**src/sv/rmse_pkg.sv**
```systemverilog
// Shared types and constants of the RMSE accumulator.
`default_nettype none

package rmse_pkg;

  // Fixed widths of the payload and of the accumulator.
  localparam int SAMPLE_PORT_W = 16;
  localparam int SUM_W         = 48;
  localparam int CNT_W         = 17;
  localparam int MEAN_W        = 32;
  localparam int RMSE_W        = 16;

  // Iteration counts of the shared divide and square-root sequence.
  localparam int DIV_STEPS  = SUM_W;
  localparam int SQRT_STEPS = RMSE_W;
  localparam int STEP_W     = 6;

  // Controller states.
  typedef enum logic [2:0] {
    ST_ACCUM,
    ST_FLUSH,
    ST_DIV,
    ST_SQRT,
    ST_DONE
  } rmse_state_t;

  // Commands from the controller to the datapath.
  typedef struct packed {
    logic in_ready;
    logic load_div;
    logic div_step;
    logic sqrt_step;
    logic load_out;
  } rmse_cmd_t;

  // Status from the datapath to the controller.
  typedef struct packed {
    logic tail;
    logic out_full;
  } rmse_status_t;

endpackage : rmse_pkg

`default_nettype wire

```
**src/sv/rmse_if.sv**
```systemverilog
// Valid/ready channel interfaces for sample pairs and RMSE results.
`default_nettype none

interface rmse_in_if import rmse_pkg::*; ();
  logic                            valid;
  logic                            ready;
  logic signed [SAMPLE_PORT_W-1:0] reference_sample;
  logic signed [SAMPLE_PORT_W-1:0] measured_sample;
  logic                            last;

  modport source (output valid, output reference_sample, output measured_sample,
                  output last, input ready);
  modport sink (input valid, input reference_sample, input measured_sample,
                input last, output ready);
endinterface : rmse_in_if

interface rmse_out_if import rmse_pkg::*; ();
  logic              valid;
  logic              ready;
  logic [RMSE_W-1:0] rmse;
  logic [CNT_W-1:0]  sample_count;
  logic              overflowed;

  modport source (output valid, output rmse, output sample_count, output overflowed,
                  input ready);
  modport sink (input valid, input rmse, input sample_count, input overflowed,
                output ready);
endinterface : rmse_out_if

`default_nettype wire

```
**src/sv/rmse_ctrl.sv**
```systemverilog
// Controller state machine that sequences accumulation, divide, root and output.
`default_nettype none

module rmse_ctrl import rmse_pkg::*; (
  input  wire logic   clk,
  input  wire logic   rst_n,
  input  wire logic   in_valid,
  input  wire logic   in_last,
  input  rmse_status_t status,
  output rmse_cmd_t    cmd,
  output rmse_state_t  state
);

  rmse_state_t       state_r, state_nxt;
  logic [STEP_W-1:0] step_r, step_nxt;
  logic              div_end;
  logic              sqrt_end;

  assign div_end  = (step_r == STEP_W'(DIV_STEPS - 1));
  assign sqrt_end = (step_r == STEP_W'(SQRT_STEPS - 1));
  assign state    = state_r;

  // Next state and step counter.
  always_comb begin
    state_nxt = state_r;
    step_nxt  = step_r;
    unique case (state_r)
      ST_ACCUM: begin
        if (in_valid && in_last) begin
          state_nxt = ST_FLUSH;
        end
      end
      ST_FLUSH: begin
        if (status.tail) begin
          state_nxt = ST_DIV;
          step_nxt  = '0;
        end
      end
      ST_DIV: begin
        if (div_end) begin
          state_nxt = ST_SQRT;
          step_nxt  = '0;
        end else begin
          step_nxt = step_r + 1'b1;
        end
      end
      ST_SQRT: begin
        if (sqrt_end) begin
          state_nxt = ST_DONE;
          step_nxt  = '0;
        end else begin
          step_nxt = step_r + 1'b1;
        end
      end
      ST_DONE: begin
        if (!status.out_full) begin
          state_nxt = ST_ACCUM;
        end
      end
      default: begin
        state_nxt = ST_ACCUM;
      end
    endcase
  end

  // Commands for the datapath.
  always_comb begin
    cmd = '0;
    unique case (state_r)
      ST_ACCUM: cmd.in_ready  = 1'b1;
      ST_FLUSH: cmd.load_div  = status.tail;
      ST_DIV:   cmd.div_step  = 1'b1;
      ST_SQRT:  cmd.sqrt_step = 1'b1;
      ST_DONE:  cmd.load_out  = !status.out_full;
      default:  cmd = '0;
    endcase
  end

  always_ff @(posedge clk) begin
    if (!rst_n) begin
      state_r <= ST_ACCUM;
      step_r  <= '0;
    end else begin
      state_r <= state_nxt;
      step_r  <= step_nxt;
    end
  end

endmodule : rmse_ctrl

`default_nettype wire

```
**src/sv/rmse_dp.sv**
```systemverilog
// Datapath: squared-error pipeline, accumulator, serial divider, serial root, output register.
`default_nettype none

module rmse_dp import rmse_pkg::*; #(
  parameter int MAX_SAMPLES  = 65536,
  parameter int SAMPLE_WIDTH = 16
) (
  input  wire logic                     clk,
  input  wire logic                     rst_n,
  input  wire logic                     in_valid,
  input  wire logic [SAMPLE_PORT_W-1:0] in_reference_sample,
  input  wire logic [SAMPLE_PORT_W-1:0] in_measured_sample,
  input  wire logic                     in_last,
  input  rmse_cmd_t                     cmd,
  output rmse_status_t                  status,
  input  wire logic                     out_ready,
  output logic                          out_valid,
  output logic [RMSE_W-1:0]             out_rmse,
  output logic [CNT_W-1:0]              out_sample_count,
  output logic                          out_overflowed
);

  localparam int                SW      = SAMPLE_WIDTH;
  localparam int                SQ_W    = 2 * SW;
  localparam logic [CNT_W-1:0]  MAX_CNT = CNT_W'(MAX_SAMPLES);

  logic                    accept;
  logic                    full;
  logic signed [SW:0]      diff;
  logic [SW:0]             diff_abs;

  logic [CNT_W-1:0]        count_r;
  logic                    ovf_r;
  logic                    v1_r, last1_r;
  logic [SW-1:0]           mag1_r;
  logic                    v2_r, last2_r;
  logic [SQ_W-1:0]         sq2_r;
  logic [SUM_W-1:0]        sum_r;
  logic [SUM_W-1:0]        sum_total;

  logic [SUM_W-1:0]        quo_r;
  logic [CNT_W-1:0]        rem_r;
  logic [CNT_W-1:0]        div_r;
  logic                    ovf_hold_r;
  logic [CNT_W:0]          div_trial;
  logic [CNT_W:0]          div_diff;
  logic                    div_ge;

  logic [RMSE_W-1:0]       root_r;
  logic [RMSE_W+1:0]       srem_r;
  logic [RMSE_W+3:0]       sq_trial;
  logic [RMSE_W+3:0]       sq_test;
  logic [RMSE_W+3:0]       sq_diff;
  logic                    sq_ge;

  logic                    out_valid_r;
  logic [RMSE_W-1:0]       out_rmse_r;
  logic [CNT_W-1:0]        out_cnt_r;
  logic                    out_ovf_r;

  assign accept = in_valid && cmd.in_ready;
  assign full   = (count_r == MAX_CNT);

  // Difference of the sign-extended low sample bits and its magnitude.
  assign diff     = $signed({in_reference_sample[SW-1], in_reference_sample[SW-1:0]})
                  - $signed({in_measured_sample[SW-1], in_measured_sample[SW-1:0]});
  assign diff_abs = diff[SW] ? (SW+1)'(-diff) : diff;

  // Pair count and overflow flag follow each accepted transaction.
  always_ff @(posedge clk) begin
    if (!rst_n) begin
      count_r <= '0;
      ovf_r   <= 1'b0;
    end else if (cmd.load_div) begin
      count_r <= '0;
      ovf_r   <= 1'b0;
    end else if (accept) begin
      if (full) begin
        ovf_r <= 1'b1;
      end else begin
        count_r <= count_r + 1'b1;
      end
    end
  end

  // Stage one holds the magnitude, stage two the square.
  always_ff @(posedge clk) begin
    if (!rst_n) begin
      v1_r    <= 1'b0;
      last1_r <= 1'b0;
      v2_r    <= 1'b0;
      last2_r <= 1'b0;
    end else begin
      v1_r    <= accept && !full;
      last1_r <= accept && in_last;
      v2_r    <= v1_r;
      last2_r <= last1_r;
    end
  end

  always_ff @(posedge clk) begin
    mag1_r <= diff_abs[SW-1:0];
    sq2_r  <= mag1_r * mag1_r;
  end

  assign sum_total = sum_r + (v2_r ? SUM_W'(sq2_r) : SUM_W'(0));

  // Accumulator; the final sum moves into the divider once the last pair leaves the
  // square pipeline.
  always_ff @(posedge clk) begin
    if (!rst_n) begin
      sum_r <= '0;
    end else if (cmd.load_div) begin
      sum_r <= '0;
    end else if (v2_r) begin
      sum_r <= sum_total;
    end
  end

  // Restoring divider step: one quotient bit per cycle.
  assign div_trial = {rem_r, quo_r[SUM_W-1]};
  assign div_diff  = div_trial - {1'b0, div_r};
  assign div_ge    = (div_trial >= {1'b0, div_r});

  // Root step: two radicand bits per cycle, from the top of the low MEAN_W quotient bits.
  assign sq_trial = {srem_r, quo_r[MEAN_W-1 -: 2]};
  assign sq_test  = {2'b00, root_r, 2'b01};
  assign sq_diff  = sq_trial - sq_test;
  assign sq_ge    = (sq_trial >= sq_test);

  // Shared quotient/radicand register and the divider and root state.
  always_ff @(posedge clk) begin
    if (cmd.load_div) begin
      quo_r      <= sum_total;
      rem_r      <= '0;
      div_r      <= count_r;
      ovf_hold_r <= ovf_r;
      root_r     <= '0;
      srem_r     <= '0;
    end else if (cmd.div_step) begin
      rem_r <= div_ge ? div_diff[CNT_W-1:0] : div_trial[CNT_W-1:0];
      quo_r <= {quo_r[SUM_W-2:0], div_ge};
    end else if (cmd.sqrt_step) begin
      srem_r <= sq_ge ? sq_diff[RMSE_W+1:0] : sq_trial[RMSE_W+1:0];
      root_r <= {root_r[RMSE_W-2:0], sq_ge};
      quo_r  <= {quo_r[SUM_W-3:0], 2'b00};
    end
  end

  // Output register; a finished result waits here until its transaction completes.
  always_ff @(posedge clk) begin
    if (!rst_n) begin
      out_valid_r <= 1'b0;
    end else if (cmd.load_out) begin
      out_valid_r <= 1'b1;
    end else if (out_ready) begin
      out_valid_r <= 1'b0;
    end
  end

  always_ff @(posedge clk) begin
    if (cmd.load_out) begin
      out_rmse_r <= root_r;
      out_cnt_r  <= div_r;
      out_ovf_r  <= ovf_hold_r;
    end
  end

  assign status.tail     = last2_r;
  assign status.out_full = out_valid_r && !out_ready;

  assign out_valid        = out_valid_r;
  assign out_rmse         = out_rmse_r;
  assign out_sample_count = out_cnt_r;
  assign out_overflowed   = out_ovf_r;

endmodule : rmse_dp

`default_nettype wire

```
**src/sv/rmse_accumulator_core.sv**
```systemverilog
// Top level of the RMSE accumulator: controller, datapath and channel wiring.
`default_nettype none

// Takes signed Q7.8 sample pairs at one transaction per cycle, accumulates the
// squared differences and, on the pair marked last, returns floor(sqrt(sum / count))
// in unsigned Q8.8 with the pair count and an overflow flag. Pairs beyond
// MAX_SAMPLES are dropped and flagged. After a last pair the input stalls while
// the square pipeline drains, a bit-serial divider and then a bit-serial square
// root run, and the done state loads the output register. If the previous
// result has not been taken by then, the block waits for it before accepting
// the next run.

module rmse_accumulator_core import rmse_pkg::*; #(
  parameter int MAX_SAMPLES  = 65536,
  parameter int SAMPLE_WIDTH = 16
) (
  input wire logic  clk,
  input wire logic  rst_n,
  rmse_in_if.sink   in_chan,
  rmse_out_if.source out_chan
);

  rmse_cmd_t    cmd;
  rmse_status_t status;
  rmse_state_t  state;

  assign in_chan.ready = cmd.in_ready;

  // Sequencing of a run.
  rmse_ctrl u_ctrl (
    .clk      (clk),
    .rst_n    (rst_n),
    .in_valid (in_chan.valid),
    .in_last  (in_chan.last),
    .status   (status),
    .cmd      (cmd),
    .state    (state)
  );

  // Arithmetic and result storage.
  rmse_dp #(
    .MAX_SAMPLES  (MAX_SAMPLES),
    .SAMPLE_WIDTH (SAMPLE_WIDTH)
  ) u_dp (
    .clk                 (clk),
    .rst_n               (rst_n),
    .in_valid            (in_chan.valid),
    .in_reference_sample (in_chan.reference_sample),
    .in_measured_sample  (in_chan.measured_sample),
    .in_last             (in_chan.last),
    .cmd                 (cmd),
    .status              (status),
    .out_ready           (out_chan.ready),
    .out_valid           (out_chan.valid),
    .out_rmse            (out_chan.rmse),
    .out_sample_count    (out_chan.sample_count),
    .out_overflowed      (out_chan.overflowed)
  );

  // A result only appears after the root has been loaded from the done state.
  assert property (@(posedge clk) disable iff (!rst_n)
    $rose(out_chan.valid) |-> $past(state == ST_DONE))
    else $error("result valid rose outside the done state");

  // The input stalls right after the last pair of a run.
  assert property (@(posedge clk) disable iff (!rst_n)
    (in_chan.valid && in_chan.ready && in_chan.last) |=> !in_chan.ready)
    else $error("input still ready after last pair");

  // The output register is never overwritten while a result waits.
  assert property (@(posedge clk) disable iff (!rst_n)
    cmd.load_out |-> !(out_chan.valid && !out_chan.ready))
    else $error("pending result overwritten");

  // The divider is only started while the input is stalled.
  assert property (@(posedge clk) disable iff (!rst_n)
    cmd.load_div |-> (state == ST_FLUSH) && !in_chan.ready)
    else $error("divider started outside flush");

endmodule : rmse_accumulator_core

`default_nettype wire
```
**src/flat_wrapper.sv**
```systemverilog
// flat-port wrapper written by rule: the top's interface ports become plain ports
module rmse_accumulator_core_flat import rmse_pkg::*;
#(
  parameter int MAX_SAMPLES  = 65536,
  parameter int SAMPLE_WIDTH = 16
)
  (clk, rst_n, in_chan_valid, in_chan_reference_sample, in_chan_measured_sample, in_chan_last, in_chan_ready, out_chan_valid, out_chan_rmse, out_chan_sample_count, out_chan_overflowed, out_chan_ready);
  rmse_in_if in_chan_i ();
  rmse_out_if out_chan_i ();
  input wire logic clk;
  input wire logic rst_n;
  input wire logic [$bits(in_chan_i.valid)-1:0] in_chan_valid;
  input wire logic [$bits(in_chan_i.reference_sample)-1:0] in_chan_reference_sample;
  input wire logic [$bits(in_chan_i.measured_sample)-1:0] in_chan_measured_sample;
  input wire logic [$bits(in_chan_i.last)-1:0] in_chan_last;
  output wire logic [$bits(in_chan_i.ready)-1:0] in_chan_ready;
  output wire logic [$bits(out_chan_i.valid)-1:0] out_chan_valid;
  output wire logic [$bits(out_chan_i.rmse)-1:0] out_chan_rmse;
  output wire logic [$bits(out_chan_i.sample_count)-1:0] out_chan_sample_count;
  output wire logic [$bits(out_chan_i.overflowed)-1:0] out_chan_overflowed;
  input wire logic [$bits(out_chan_i.ready)-1:0] out_chan_ready;
  assign in_chan_i.valid = in_chan_valid;
  assign in_chan_i.reference_sample = in_chan_reference_sample;
  assign in_chan_i.measured_sample = in_chan_measured_sample;
  assign in_chan_i.last = in_chan_last;
  assign in_chan_ready = in_chan_i.ready;
  assign out_chan_valid = out_chan_i.valid;
  assign out_chan_rmse = out_chan_i.rmse;
  assign out_chan_sample_count = out_chan_i.sample_count;
  assign out_chan_overflowed = out_chan_i.overflowed;
  assign out_chan_i.ready = out_chan_ready;
  rmse_accumulator_core #(.MAX_SAMPLES(MAX_SAMPLES), .SAMPLE_WIDTH(SAMPLE_WIDTH)) u_core (.clk(clk), .rst_n(rst_n), .in_chan(in_chan_i), .out_chan(out_chan_i));
endmodule
```
**config.mk**
```make
export PLATFORM = sky130hd
export DESIGN_NAME = rmse_accumulator_core_flat
export DESIGN_NICKNAME = d
export VERILOG_FILES = /design/src/sv/rmse_pkg.sv /design/src/sv/rmse_if.sv /design/src/sv/rmse_ctrl.sv /design/src/sv/rmse_dp.sv /design/src/sv/rmse_accumulator_core.sv /design/src/flat_wrapper.sv
export SDC_FILE = /design/constraint.sdc
export NUM_CORES = 1
export LEC_CHECK = 0
export BUFFER_PORTS_ARGS = -buffer_cell sky130_fd_sc_hd__buf_2
export CORE_MARGIN = 2
export CORE_UTILIZATION = 50
export CTS_CLUSTER_SIZE = 28
export DETAILED_ROUTE_END_ITERATION = 16
export HOLD_SLACK_MARGIN = 0.03
export PLACE_DENSITY = 0.66
export RECOVER_POWER = 100
export SYNTH_ARGS = -nofsm -noshare
export SYNTH_HDL_FRONTEND = slang
export SYNTH_SLANG_ARGS = --single-unit
```
**constraint.sdc**
```tcl
create_clock -name clk -period 9.6 [get_ports clk]
set_clock_uncertainty 0.15 [all_clocks]
set_input_delay 0.96 -clock clk [delete_from_list [all_inputs] [get_ports clk]]
set_output_delay 0.96 -clock clk [all_outputs]
set_load 0.01 [all_outputs]
```
==> reports/metrics.cfg, run 1 <==
[timing]
rsz0062_at_grt=false
setup_tns_ps=0
slew_violations=300
timing.slew.headroom_pct=-115
post-route-period-util_pct=73.9
hold_violations=0
max_slew.worst_pin.slew_ps=3230
clock.fmax_mhz=141
fin_crit_ps=7090
setup_violations=0

[synth]
yosys-top-cells-area=dfxtp_1 16%, fa_1 15%, edfxtp_1 13%
synth_edf_count=100
synth-adder-area-share_pct=24.8
ys_types=78
synthesis.area_sq_um=22700
async_flop_share_pct=0
synth_area_leader_cell=dfxtp_1
ys_ff_latch=278
ys.flop_type=dfxtp_1
synthDominantCellAreaShare_pct=15.7
yosys_warnings=0
synth_xor_area_share_pct=4.82
yosysSeqAreaShare_pct=28.9
synth_compound_area_share_pct=14.9
syn_nets=2982
syn_inst=2595
synthSimpleGateAreaFrac_pct=17.5
synth.area.mux_share_pct=1.46
synth_top_family_by_area=adder cells
syn_area_per_cell_sq_um=8.75

[floorplanning]
die_h_microns=217
die_width_microns=217
core_area_sq_um=45100
core.rowCount=78
start_util_pct=50.3
dieArea_sq_um=47100
io_pins=73

[drt]
drtIter0Drc=926
drtAntennaViolNets=0
drtPass1Iterations=5
wl_per_cell_microns=15.8
routed_via_density=5.49
drt_wl_total_mm=50.9
post-route-drc-count=0
vias=17700

[hold_path]
hold_depth=0
hp-class=reg2reg
min_from=u_core.u_dp.ovf_r
hold_end=u_core.u_dp.ovf_hold_r

[layout]
n_antenna_cell=0
fill_cells=4191
layout.cells.most_common=inv_1
final_cell_mix=350 x inv_1, 288 x nand2_1, 184 x ha_1
drive_gt1_share_pct=4.52
fin_nets=2992
area_growth_pct=7.79

[placed_design]
place.gp.congestion=0.865
hpwlAfterDp_mm=38.9
port_buffers=72

[clock_tree]
cts_tree=done
clock-sinks=278
post_cts.repair.setup_buffers=0
ctsResizeCount=0
clk_pin_slew_ps=60
cts-buffers-inserted=31
insertion_delay_ps=580
clockBufferDepth=3
cts_root_buffer=clkbuf_16
htree_num_levels=1
cts_hold_buf=0

[grt]
grt_max_degree=78
grt_antenna_before_repair=0
grt_pass1_vias=18100
grt-ovfl-total=0
track_usage_pct=22.0
grt_pass1_wl_mm=86.5

[setup_path]
required_ps=9330
reg2reg_to=u_core.u_dp.quo_r[5]
r2r-start=u_core.u_ctrl.state[0]
r2r_setup_slack_ps=2510
timing_worst_setup_path_type=reg2reg
cp-start-kind=flip-flop
crit_fanout=77
r2r_cells=7
arrival_ps=6820
end_kind=flip-flop

[job]
drv_cap=5

[status]
status=finished with violations
violations=max-capacitance violations, max-slew violations

how the worst max path moves through the flow:
stage                                 startpoint  slack [ps]                      end  cells after the start
after floorplan            u_core.u_dp.mag1_r[4]        3260    u_core.u_dp.sq2_r[28]                     20
after CTS                  u_core.u_dp.mag1_r[4]        2680    u_core.u_dp.sq2_r[28]                     19
after global routing      u_core.u_ctrl.state[0]        1560  u_core.u_ctrl.step_r[3]                     10
after detailed placement   u_core.u_dp.mag1_r[9]        2720    u_core.u_dp.sq2_r[28]                     19
after global placement     u_core.u_dp.mag1_r[4]        2850    u_core.u_dp.sq2_r[28]                     19
final                     u_core.u_ctrl.state[0]        2510     u_core.u_dp.quo_r[5]                      7
Yosys cell counts (49+ instances only):
cell,count
and3_1,49
fa_1,166
nand2_1,289
o21ai_0,111
clkbuf_1,92
a21o_1,49
edfxtp_1,100
dfxtp_1,178
ha_1,184
nor2_1,160
a21oi_1,157
and2_1,95
inv_1,351
xnor2_1,88
per-layer routing:
| metal | part of all wire [%] | GRT usage [%] | vias to the layer above |
|---|---|---|---|
| li1 | - | - | 8787 |
| met1 | 45 | 27.6 | 8560 |
| met2 | 49 | 39.2 | 294 |
| met3 | 3.2 | 2.32 | 87 |
| met4 | 3.5 | 7.88 | 0 |
| met5 | 0 | 0 | - |
cells by family (layout without fill, tap and decap cells):
logic type                 after synthesis  count (layout)
AOI/OAI and AO/OA                      532             532
xor gates and xnor gates               125             125
adders and majority gates              350             350
buffers and inverters                  459             494
DFF                                    278             278
muxes                                   33              33
and+or+nand+nor                        818             818
critical path, cell delays in order, from the launching register on:
cell,delay [ps]
dfxtp_1,460
nand3b_1,190
or2_2,120
clkbuf_1,2210
inv_1,1410
nor2_1,600
clkinv_1,110
clkbuf_1,1080
flip-flops by register name (all words and copies together) (netlist names), 3 cells and up:
signal	count
u_core.u_dp.root_r	16
u_core.u_dp.div_r	17
u_core.u_dp.out_sample_count	17
u_core.u_dp.count_r	17
u_core.u_dp.sum_r	48
u_core.u_dp.quo_r	48
u_core.u_dp.rem_r	17
u_core.u_dp.sq2_r	31
u_core.u_ctrl.step_r	6
u_core.u_dp.mag1_r	16
u_core.u_dp.srem_r	18
u_core.u_ctrl.state	3
u_core.u_dp.out_rmse	16
metrics by stage:
step / cell area, sq um / hold WS (ps) / std cells / utilization [%] / setup slack, ps
3_5_place_dp: 23500 / 270 / 3172 / 52.2 / 2720
6_report: 24500 / 284 / 3230 / 54.3 / 2510
4_1_cts: 24600 / 285 / 3230 / 54.5 / 2680
2_1_floorplan: 22700 / 250 / 2595 / - / 3260
3_3_place_gp: 23500 / 263 / 3172 / 52.2 / 2850
5_1_grt: 24500 / 290 / 3230 / 54.3 / 1560
cell type report:
type / instances / area [sq um] / share of cell area, %
clock buffer: 42 / 910 / 3.72
clock inverter: 16 / 128 / 0.522
inverter: 351 / 1320 / 5.39
multi-input combinational: 1858 / 14400 / 58.9
sequential: 278 / 6570 / 26.8
tap: 600 / 751 / 3.07
timing repair buffer: 85 / 389 / 1.59
Power of run 1 is not shown: default switching activity piles up to over one toggle a cycle in this logic, so the estimate is an artifact.
==> inputs of run 2 (changes only) <==
--- a/config.mk
+++ b/config.mk
@@ -5,6 +5,7 @@
 export SDC_FILE = /design/constraint.sdc
 export NUM_CORES = 1
 export LEC_CHECK = 0
+export ABC_AREA = 1
 export BUFFER_PORTS_ARGS = -buffer_cell sky130_fd_sc_hd__buf_2
 export CORE_MARGIN = 2
 export CORE_UTILIZATION = 50
==> constraint.sdc (replaced) <==
create_clock -name clk -period 7.29 [get_ports clk]
set_clock_uncertainty 0.15 [all_clocks]
set_input_delay 0.729 -clock clk [delete_from_list [all_inputs] [get_ports clk]]
set_output_delay 0.729 -clock clk [all_outputs]
set_load 0.01 [all_outputs]
==> run 2 against run 1 <==
  * The flow still finishes with violations (max-capacitance violations, max-slew violations)
  * Utilization increased by 0.44 points
  * Hold slack worse by 26 ps
  * Via count is 18% higher
  * Critical path type unchanged
  * Wire length grew 17%
  * Global-route usage grew 1.5 points
  * Non-clock buffer count down 2
  * First-iteration DRC count up 34%
  * Die area up 10%
  * Sequential share of layout area decreased by 2.4 points
  * Clock-buffer cell count rose by 4
==> reports/metrics.cfg, run 2 <==
[drt]
post-route-drc-count=0
vias=20900
drtPass1Iterations=5
wl_per_cell_microns=14.1
drtAntennaViolNets=0
wl_met3_mm=2.24
wl_met2_mm=27.4
drtIter0Drc=1245
drt-met1-wl_mm=28.3
drt_wl_total_mm=59.3
routed_via_density=4.98
top_layer=met4

[grt]
grt_pass1_vias=19800
grt_pass1_wl_mm=98.5
grt-ovfl-total=0
grt_max_degree=70
grt_antenna_before_repair=0
track_usage_pct=23.5

[floorplanning]
dieArea_sq_um=51800
die_width_microns=228
core_area_sq_um=49200
die_h_microns=228
io_pins=73
start_util_pct=50.9
core.rowCount=81

[setup_path]
crit_fanout=61
timing_worst_setup_path_type=reg2reg
r2r_setup_slack_ps=900
required_ps=7290
critPathTopFamily=buffers and inverters
cp-start-kind=flip-flop
arrival_ps=6380
slowest_delay_ps=2390
path_buf_inv=4
cp_slowest_cell=clkbuf_1
end_kind=flip-flop
cp_cell_sequence=nor2_1 -> inv_1 -> nor2_4 -> clkbuf_1 -> inv_1 -> clkbuf_1 -> a211oi_1 -> a31oi_1

[timing]
clock.fmax_mhz=157
setup_tns_ps=0
setup_violations=0
slew_violations=287
max_slew.worst_pin.slew_ps=3400
rsz0062_at_grt=false
post-route-period-util_pct=87.6
hold_violations=0
timing.final.ws_setup_ps=902
fin_crit_ps=6390
timing.slew.headroom_pct=-127

[synth]
syn_nets=3867
synthDominantCellAreaShare_pct=14.3
ys_ff_latch=278
ys_top_cells_by_count=945 x nand2_1, 709 x inv_1, 269 x nor2_1, 191 x nand3_1, 189 x a21oi_1
ys_types=57
synth_edf_count=100
async_flop_share_pct=0
synth_area_leader_cell=dfxtp_1
syn_inst=3480
ys.flop_type=dfxtp_1
synthesis.area_sq_um=25000
yosysSeqAreaShare_pct=26.3
yosys-top-cells-area=dfxtp_1 14%, nand2_1 14%, fa_1 13%
syn_area_per_cell_sq_um=7.18
yosys_warnings=0
yosysMostFrequentCell=nand2_1

[clock_tree]
clk_pin_slew_ps=60
htree_num_levels=2
cts_hold_buf=0
ctsResizeCount=0
cts-buffers-inserted=34
cts_tree=done
post_cts.repair.setup_buffers=0
clockBufferDepth=3
cts_root_buffer=clkbuf_16
insertion_delay_ps=550
clock-sinks=278

[status]
violations=max-capacitance violations, max-slew violations
status=finished with violations

[job]
drv_cap=6

[layout]
n_antenna_cell=0
final_cell_mix=947 x nand2_1, 711 x inv_1, 270 x nor2_1
drive_gt1_share_pct=4.47
layout.cells.most_common=nand2_1
area_growth_pct=7.55
fill_cells=4808
fin_cells=4197
fin_nets=3894
reg.largest.list=u_core.u_dp.quo_r: 48 flops, u_core.u_dp.sum_r: 48 flops, u_core.u_dp.sq2_r: 31 flops

[placed_design]
dp.cells=4135
port_buffers=72
hpwlAfterDp_mm=46.8
pre_cts_slack_ps=1290
place.gp.congestion=0.952

[hold_path]
hp-class=reg2reg

==> run 2: worst register-to-register path: stages, from the launching register on <==
cell,delay [ps]
dfxtp_1,330
nor2_1,140
inv_1,100
nor2_4,70
clkbuf_1,2390
inv_1,1260
clkbuf_1,860
a211oi_1,510
a31oi_1,160
==> run 2: stage by stage <==
stage / util [%] / area, sq um / hold slack (ps)
6_report: 54.7 / 26900 / 258
3_5_place_dp: 52.6 / 25900 / 253
4_1_cts: 54.9 / 27000 / 237
2_1_floorplan: - / 25000 / 179
3_3_place_gp: 52.6 / 25900 / 242
5_1_grt: 54.7 / 26900 / 257
==> run 2: path summary, 6_finish.rpt <==
check | end | cells past startpoint | from
max reg2reg | u_core.u_dp.quo_r[29] | 8 | u_core.u_ctrl.state[2]
max | u_core.u_dp.quo_r[29] | 8 | u_core.u_ctrl.state[2]
min reg2reg | u_core.u_dp.v2_r | 2 | u_core.u_dp.v1_r
min | u_core.u_dp.v2_r | 2 | u_core.u_dp.v1_r
==> run 2: cell type report <==
class                   count  area (sq um)  area share (%)
well taps                 664           831            3.09
repair buffers             83           373            1.39
inverters                 722          2710            10.1
clock buffers              46           916            3.41
clock inverters            16           218           0.810
multi-input cells        2388         15300            56.8
flip-flops and latches    278          6570            24.4
==> run 2: logic make-up (layout without fill, tap and decap cells) <==
| kind of cell | after synthesis | count (layout) | share of synthesized area, % |
|---|---|---|---|
| AOI/OAI and AO/OA | 376 | 376 | 8.23 |
| and+or+nand+nor | 1539 | 1539 | 26.0 |
| DFF | 278 | 278 | 26.3 |
| muxes | 20 | 20 | 0.806 |
| buffers and inverters | 814 | 867 | 12.6 |
| xor gates and xnor gates | 103 | 103 | 3.61 |
| adders and majority gates | 350 | 350 | 22.5 |
==> run 2: layer usage <==
metal	up-vias	GRT usage, %
li1	10800	-
met1	9600	32.0
met2	393	40.1
met3	81	2.26
met4	0	6.01
met5	-	0
Power of run 2 is left out for the same reason.
